===== config.mk =====
export PLATFORM = sky130hd
export DESIGN_NAME = bucketed_hash_set
export DESIGN_NICKNAME = d
export VERILOG_FILES = /design/src/sv/bhs_pkg.sv /design/src/sv/bhs_ram.sv /design/src/sv/bucketed_hash_set.sv
export SDC_FILE = /design/constraint.sdc
export NUM_CORES = 1
export LEC_CHECK = 0
export ABC_AREA = 1
export BUFFER_PORTS_ARGS = -buffer_cell sky130_fd_sc_hd__clkbuf_2
export CAP_MARGIN = 40
export CORE_MARGIN = 8
export CORE_UTILIZATION = 44
export CTS_CLUSTER_DIAMETER = 60
export DETAILED_ROUTE_END_ITERATION = 16
export PLACE_DENSITY = 0.61
export SETUP_SLACK_MARGIN = 0.1
export SLEW_MARGIN = 15
export SYNTH_ARGS = -nofsm -noshare
export SYNTH_HDL_FRONTEND = slang
export SYNTH_HIERARCHICAL = 1
export SYNTH_SLANG_ARGS = --single-unit

===== constraint.sdc =====
create_clock -name clk -period 12.36 [get_ports clk]
set_input_delay 0.618 -clock clk [delete_from_list [all_inputs] [get_ports clk]]
set_output_delay 0.618 -clock clk [all_outputs]
set_load 0.005 [all_outputs]

===== src/sv/bhs_pkg.sv =====
// ----------------------------------------------------------------------------
// bhs_pkg: shared types and codes of the bucketed hash set
// Operation and status codes, key width and the layout of one stored entry.
// ----------------------------------------------------------------------------
package bhs_pkg;

  localparam int KEY_W    = 31;
  localparam int MODE_W   = 2;
  localparam int STATUS_W = 2;

  localparam logic [MODE_W-1:0] MODE_INSERT = 2'd0;
  localparam logic [MODE_W-1:0] MODE_LOOKUP = 2'd1;
  localparam logic [MODE_W-1:0] MODE_DELETE = 2'd2;

  localparam logic [STATUS_W-1:0] STATUS_DONE      = 2'd0;
  localparam logic [STATUS_W-1:0] STATUS_NOT_FOUND = 2'd1;
  localparam logic [STATUS_W-1:0] STATUS_FULL      = 2'd2;

  // One slot of the table: occupied flag and key.
  typedef struct packed {
    logic             vld;
    logic [KEY_W-1:0] key;
  } entry_t;

endpackage


===== src/sv/bhs_ram.sv =====
// ----------------------------------------------------------------------------
// bhs_ram: generic single-clock RAM
// One write port and one read port; read data is registered.
// ----------------------------------------------------------------------------
module bhs_ram #(
  parameter int WIDTH = 32,
  parameter int DEPTH = 32
) (
  input  logic                     clk,
  input  logic                     we,
  input  logic [$clog2(DEPTH)-1:0] waddr,
  input  logic [WIDTH-1:0]         wdata,
  input  logic [$clog2(DEPTH)-1:0] raddr,
  output logic [WIDTH-1:0]         rdata
);

  logic [WIDTH-1:0] mem [DEPTH];

  always_ff @(posedge clk) begin
    if (we) begin
      mem[waddr] <= wdata;
    end
    rdata <= mem[raddr];
  end

endmodule


===== src/sv/bucketed_hash_set.sv =====
// ----------------------------------------------------------------------------
// bucketed_hash_set: hash set of 31-bit keys in fixed-depth buckets
// Bucket is key modulo NUM_BUCKETS. Insert (duplicates allowed), lookup and
// delete of one copy; every item gives one result.
//
//   channel | signals                       | direction
//   --------+-------------------------------+----------
//   input   | in_valid, in_ready, mode, key | in
//   result  | out_valid, out_ready, found,  | out
//           | status                        |
//
// Each item goes through accept, one reciprocal multiply, the remainder and
// bucket base, then one RAM read per slot through one compare, then the
// update.
// After reset the RAM is swept clear, every slot in turn, with
// in_ready low. A held result stalls the block in its final cycle; in_ready
// is high only while no item is in progress.
// ----------------------------------------------------------------------------
module bucketed_hash_set
  import bhs_pkg::*;
#(
  parameter int NUM_BUCKETS  = 8,
  parameter int BUCKET_DEPTH = 4
) (
  input  logic                clk,
  input  logic                rst,
  input  logic                in_valid,
  output logic                in_ready,
  input  logic [MODE_W-1:0]   mode,
  input  logic [KEY_W-1:0]    key,
  output logic                out_valid,
  input  logic                out_ready,
  output logic                found,
  output logic [STATUS_W-1:0] status
);

  localparam int TOTAL = NUM_BUCKETS * BUCKET_DEPTH;
  localparam int AW    = $clog2(TOTAL);
  localparam int BW    = $clog2(NUM_BUCKETS);
  localparam int SW    = (BUCKET_DEPTH > 1) ? $clog2(BUCKET_DEPTH) : 1;
  localparam int EW    = $bits(entry_t);
  localparam int SHIFT = KEY_W + BW;
  localparam int RCPW  = KEY_W + 2;
  localparam int PW    = KEY_W + RCPW;

  localparam logic [BW:0]     NB_EXT    = (BW + 1)'(NUM_BUCKETS);
  localparam logic [BW-1:0]   NB_LO     = BW'(NUM_BUCKETS);
  localparam logic [AW-1:0]   DEPTH_A   = AW'(BUCKET_DEPTH);
  localparam logic [SW:0]     DEPTH_C   = (SW + 1)'(BUCKET_DEPTH);
  localparam logic [SW-1:0]   LAST_SLOT = SW'(BUCKET_DEPTH - 1);
  localparam logic [AW-1:0]   LAST_ADDR = AW'(TOTAL - 1);
  // ceil(2^SHIFT / NUM_BUCKETS): exact quotient for every 31-bit key
  localparam logic [RCPW-1:0] RECIP     =
    RCPW'(((64'd1 << SHIFT) + 64'(NUM_BUCKETS) - 64'd1) / 64'(NUM_BUCKETS));

  localparam logic [2:0] ST_CLR  = 3'd0;
  localparam logic [2:0] ST_IDLE = 3'd1;
  localparam logic [2:0] ST_MOD  = 3'd2;
  localparam logic [2:0] ST_BASE = 3'd3;
  localparam logic [2:0] ST_SCAN = 3'd4;
  localparam logic [2:0] ST_ACT  = 3'd5;

  logic [2:0]        state;
  logic [AW-1:0]     clr_addr;
  logic [MODE_W-1:0] mode_r;
  logic [KEY_W-1:0]  key_r;
  logic [PW-1:0]     prod;
  logic [AW-1:0]     base;
  logic [SW:0]       cnt;
  logic              pend;
  logic [SW-1:0]     pslot;
  logic              match_hit;
  logic [SW-1:0]     match_slot;
  logic              free_hit;
  logic [SW-1:0]     free_slot;

  logic [BW-1:0]     quot_lo;
  logic [BW-1:0]     rem;
  logic              issue;
  logic              out_free;
  logic              is_ins;
  logic              is_del;
  logic              we;
  logic [AW-1:0]     waddr;
  entry_t            wentry;
  logic [AW-1:0]     raddr;
  logic [EW-1:0]     rdata;
  entry_t            rentry;

  // Remainder: only the low bits of key - quotient * NUM_BUCKETS are needed.
  assign quot_lo   = prod[SHIFT +: BW];
  assign rem       = key_r[BW-1:0] - BW'(quot_lo * NB_LO);
  assign issue     = (state == ST_SCAN) && (cnt < DEPTH_C);
  assign raddr     = base + AW'(cnt[SW-1:0]);
  assign rentry    = entry_t'(rdata);
  assign out_free  = !out_valid || out_ready;
  assign is_ins    = (mode_r == MODE_INSERT);
  assign is_del    = (mode_r == MODE_DELETE);
  assign in_ready  = (state == ST_IDLE);

  always_comb begin
    we         = 1'b0;
    waddr      = clr_addr;
    wentry.vld = 1'b0;
    wentry.key = key_r;
    if (state == ST_CLR) begin
      we = 1'b1;
    end else if (state == ST_ACT && out_free) begin
      if (is_ins && free_hit) begin
        we         = 1'b1;
        waddr      = base + AW'(free_slot);
        wentry.vld = 1'b1;
      end else if (is_del && match_hit) begin
        we    = 1'b1;
        waddr = base + AW'(match_slot);
      end
    end
  end

  bhs_ram #(
    .WIDTH(EW),
    .DEPTH(TOTAL)
  ) u_ram (
    .clk  (clk),
    .we   (we),
    .waddr(waddr),
    .wdata(wentry),
    .raddr(raddr),
    .rdata(rdata)
  );

  always_ff @(posedge clk) begin
    if (rst) begin
      state     <= ST_CLR;
      clr_addr  <= '0;
      out_valid <= 1'b0;
      pend      <= 1'b0;
    end else begin
      if (out_valid && out_ready && state != ST_ACT) begin
        out_valid <= 1'b0;
      end
      unique case (state)
        ST_CLR: begin
          clr_addr <= clr_addr + AW'(1);
          if (clr_addr == LAST_ADDR) begin
            state <= ST_IDLE;
          end
        end
        ST_IDLE: begin
          if (in_valid) begin
            mode_r <= mode;
            key_r  <= key;
            state  <= ST_MOD;
          end
        end
        ST_MOD: begin
          // 31 by 33 bit reciprocal multiply
          prod  <= PW'(key_r) * PW'(RECIP);
          state <= ST_BASE;
        end
        ST_BASE: begin
          base      <= AW'(rem) * DEPTH_A;
          cnt       <= '0;
          pend      <= 1'b0;
          match_hit <= 1'b0;
          free_hit  <= 1'b0;
          state     <= ST_SCAN;
        end
        ST_SCAN: begin
          pend  <= issue;
          pslot <= cnt[SW-1:0];
          if (issue) begin
            cnt <= cnt + (SW + 1)'(1);
          end
          // Compare the slot read in the previous cycle.
          if (pend) begin
            if (rentry.vld) begin
              if (!match_hit && rentry.key == key_r) begin
                match_hit  <= 1'b1;
                match_slot <= pslot;
              end
            end else if (!free_hit) begin
              free_hit  <= 1'b1;
              free_slot <= pslot;
            end
            if (pslot == LAST_SLOT) begin
              state <= ST_ACT;
            end
          end
        end
        ST_ACT: begin
          // Hold until the result register is free.
          if (out_free) begin
            out_valid <= 1'b1;
            found     <= match_hit;
            if (is_ins && !free_hit) begin
              status <= STATUS_FULL;
            end else if (is_del && !match_hit) begin
              status <= STATUS_NOT_FOUND;
            end else begin
              status <= STATUS_DONE;
            end
            state <= ST_IDLE;
          end
        end
        default: begin
          state <= ST_IDLE;
        end
      endcase
    end
  end

  a_result_from_act: assert property (@(posedge clk) disable iff (rst)
    $rose(out_valid) |-> $past(state) == ST_ACT)
    else $error("result raised outside the final step");

  a_rem_in_range: assert property (@(posedge clk) disable iff (rst)
    state == ST_BASE |-> {1'b0, rem} < NB_EXT)
    else $error("bucket index out of range");

  a_not_found_clean: assert property (@(posedge clk) disable iff (rst)
    out_valid && status == STATUS_NOT_FOUND |-> !found)
    else $error("not-found status with found set");

  a_write_phase: assert property (@(posedge clk) disable iff (rst)
    we |-> state == ST_CLR || state == ST_ACT)
    else $error("table written outside clear or update");

  a_no_accept_busy: assert property (@(posedge clk) disable iff (rst)
    in_valid && in_ready |=> state == ST_MOD)
    else $error("accepted item did not start the remainder unit");

endmodule

==> results_dict.tcl <==
set metrics [dict create \
    max_freq_mhz 247 \
    clock_skew_ns 0.0272 \
    postSynthAreaPerCell_sq_um 11.7 \
    endpoint "u_ram/mem[25][23]" \
    p_per_area_mw_per_mm2 157 \
    crit_fanout 19 \
    drv_slew 0 \
    r2r_cells 8 \
    synth_seq_cells 1116 \
    max_slew_margin 0.222 \
    cts_buffer_depth 3 \
    grt_use_total 0.207 \
    die_area_sq_mm 0.114 \
    drc 0 \
    synth_top_area_frac 0.711 \
    p_total_mw 7.96 \
    fin_crit_ns 4.05 \
    synth_nets 3925 \
    cts_made_buffers 113 \
    peakVddDrop_mv 0.115 \
    htreeDepth 3 \
    drive_gt1_frac 0.0931 \
    port_buffers 41 \
    rsz0062_at_grt "false" \
    synth_area_sq_mm 0.0454 \
    dr.pass1.iters 5 \
    maxCapViolations 0 \
    post_cts_buffers 0 \
    clkSlewWorstSetupHoldPaths_ns 0.06 \
    tightest_slew_ns 1.17 \
    synthArstFlopShare 0 \
    cp.required_ns 12.68 \
    cts_resized 0 \
    tns_ns 0 \
    insertion_delay_ns 0.70 \
    viasPerCell 5.40 \
    grt_pass1_vias 27652 \
    yosys_warnings 6 \
    cts_root_buffer "clkbuf_16" \
    fp.dieW_microns 337 \
    ys.flop_type "edfxtp_1" \
    antenna_found_initial 0 \
    cts_tree "done" \
    r2r_slack_ns 8.31 \
    clkSinkCount 1116 \
    syn_inst 3885 \
    hold_buffers 0 \
    gp_congestion 0.778 \
    yosysUniqueCellTypes 34 \
    status "complete, no violations" \
    start_util 0.441 \
    die_h_microns 337 \
    critical_path_class "flop to flop" \
    io_pins 42 \
    holdCritPathClass "input pin to flop" \
    rr_endpoint "u_ram/mem[25][23]" \
    drtIter0Drc 3125 \
    worstPathArrival_ns 4.37 \
    placementRows 118 \
    period_share 0.328 \
    grt_max_degree 188 \
    core_area_sq_mm 0.103 \
    synthTopCellsByCount "nand2_1, edfxtp_1, nand3_1" \
    crit_path_start "state[2]" \
    synth.largest_area_cell "edfxtp_1" \
    hold_violations 0 \
    dp_hpwl_microns 62600 \
    final_antenna_net_count 0 \
    setup_viol 0 \
    totalWireLength_microns 120000 \
    wl_per_cell_microns 22.2 \
    fin_nets 3966 \
    synth.most_common_cell "nand2_1" \
    synth_seq_area_share 0.729 \
    syn2layout_area_growth_pct 12.1 \
    synth_edf_count 1074 \
    cellLeakagePower_nw 18.8 \
    reg2reg_from "state[2]" \
    ys_top_cells_by_area "edfxtp_1, nand2_1, nand3_1" \
    via_count 29176 \
    end_kind "flop" \
    grt_first_pass_wirelength_microns 177000 \
    cp-start-kind "flop" \
    grt-ovfl-total 0 \
]
==> layer usage <==
layer,GRT usage,up-vias,share of wire
met2,0.331,1208,0.47
met3,0.0395,210,0.082
met4,0.0664,0,0.030
met1,0.285,14257,0.42
met5,0,-,0
li1,-,13501,-
==> cells in the final DEF, fill, tap and decap left out, drive strengths merged <==
cell type	Yosys	routed
a21oi	5	5
nand4	2	2
nand2	1549	1549
nor2	69	69
o21ai	10	10
buf	194	104
nor3	10	10
clkbuf	25	181
or2	1	1
inv	99	103
a22oi	1	1
clkinvlp	0	3
a211oi	2	2
edfxtp	1074	1074
xnor2	7	7
ha	3	3
clkinv	0	58
diode	0	1
dfxtp	42	42
nand3	790	790
a31oi	1	1
nor4	1	1
bufinv	0	10
==> metrics by stage <==
step / cells / instance area, sq um / utilization / hold slack [ns] / setup slack [ns]
2_1_floorplan: 3885 / 45400 / - / 0.445 / 8.40
3_3_place_gp: 5170 / 46700 / 0.454 / 0.487 / 7.98
3_5_place_dp: 5184 / 47000 / 0.457 / 0.493 / 7.94
4_1_cts: 5399 / 50700 / 0.493 / 0.0659 / 8.02
5_1_grt: 5406 / 50900 / 0.494 / 0.0760 / 8.24
6_report: 5407 / 50900 / 0.494 / 0.0980 / 8.31
==> final cells by class <==
cell class              instances  area (sq um)
inverters                      99           402
diodes                          1          2.50
clock buffers                 140          2950
repair buffers                145          1350
flip-flops and latches       1116         33100
clock inverters                75           732
fillers                      8975         52000
well taps                    1380          1730
multi-input cells            2451         10600
==> flip-flops by register name, summed over array words and instances, names as in the netlist, 2 cells and up <==
name	flops
u_ram/mem	1024
u_ram/rdata	32
key_r	31
clr_addr	5
base	3
cnt	3
state	3
free_slot	2
match_slot	2
mode_r	2
pslot	2
status	2
==> cell families after synthesis <==
kind of cell / after synthesis / synth area share
xor gates and xnor gates: 7 / 0.00135
buffers and inverters: 318 / 0.0424
AOI/OAI and AO/OA: 19 / 0.00256
DFF: 1116 / 0.729
adders and majority gates: 3 / 0.000827
and+or+nand+nor: 2422 / 0.224
==> power by group <==
group | switching [mW] | leakage (nW) | internal (mW)
Clock | 1.46 | 1.81 | 1.92
Sequential | 0.0292 | 10.1 | 4.26
Combinational | 0.230 | 6.92 | 0.0636
Total | 1.72 | 18.8 | 6.24
==> critical path: stages, from the launching register on <==
cell,delay (ns)
dfxtp_1,0.48
nand3_1,0.19
nor2_2,0.18
o21ai_1,0.29
a22oi_1,0.61
nand3_1,0.48
buf_6,0.30
nor2_4,0.57
buf_4,0.51
==> worst min-delay path by stage <==
stage / startpoint / slack [ns] / end / cells after the start
4_1_cts: key[16] / 0.07 / key_r[16] / 1
2_1_floorplan: pslot[0] / 0.44 / free_slot[0] / 0
3_3_place_gp: pslot[1] / 0.49 / free_slot[1] / 0
6_report: key[19] / 0.1 / key_r[19] / 1
5_1_grt: key[30] / 0.08 / key_r[30] / 1
3_5_place_dp: pslot[0] / 0.49 / free_slot[0] / 0
(Power assumes the default switching activity.)
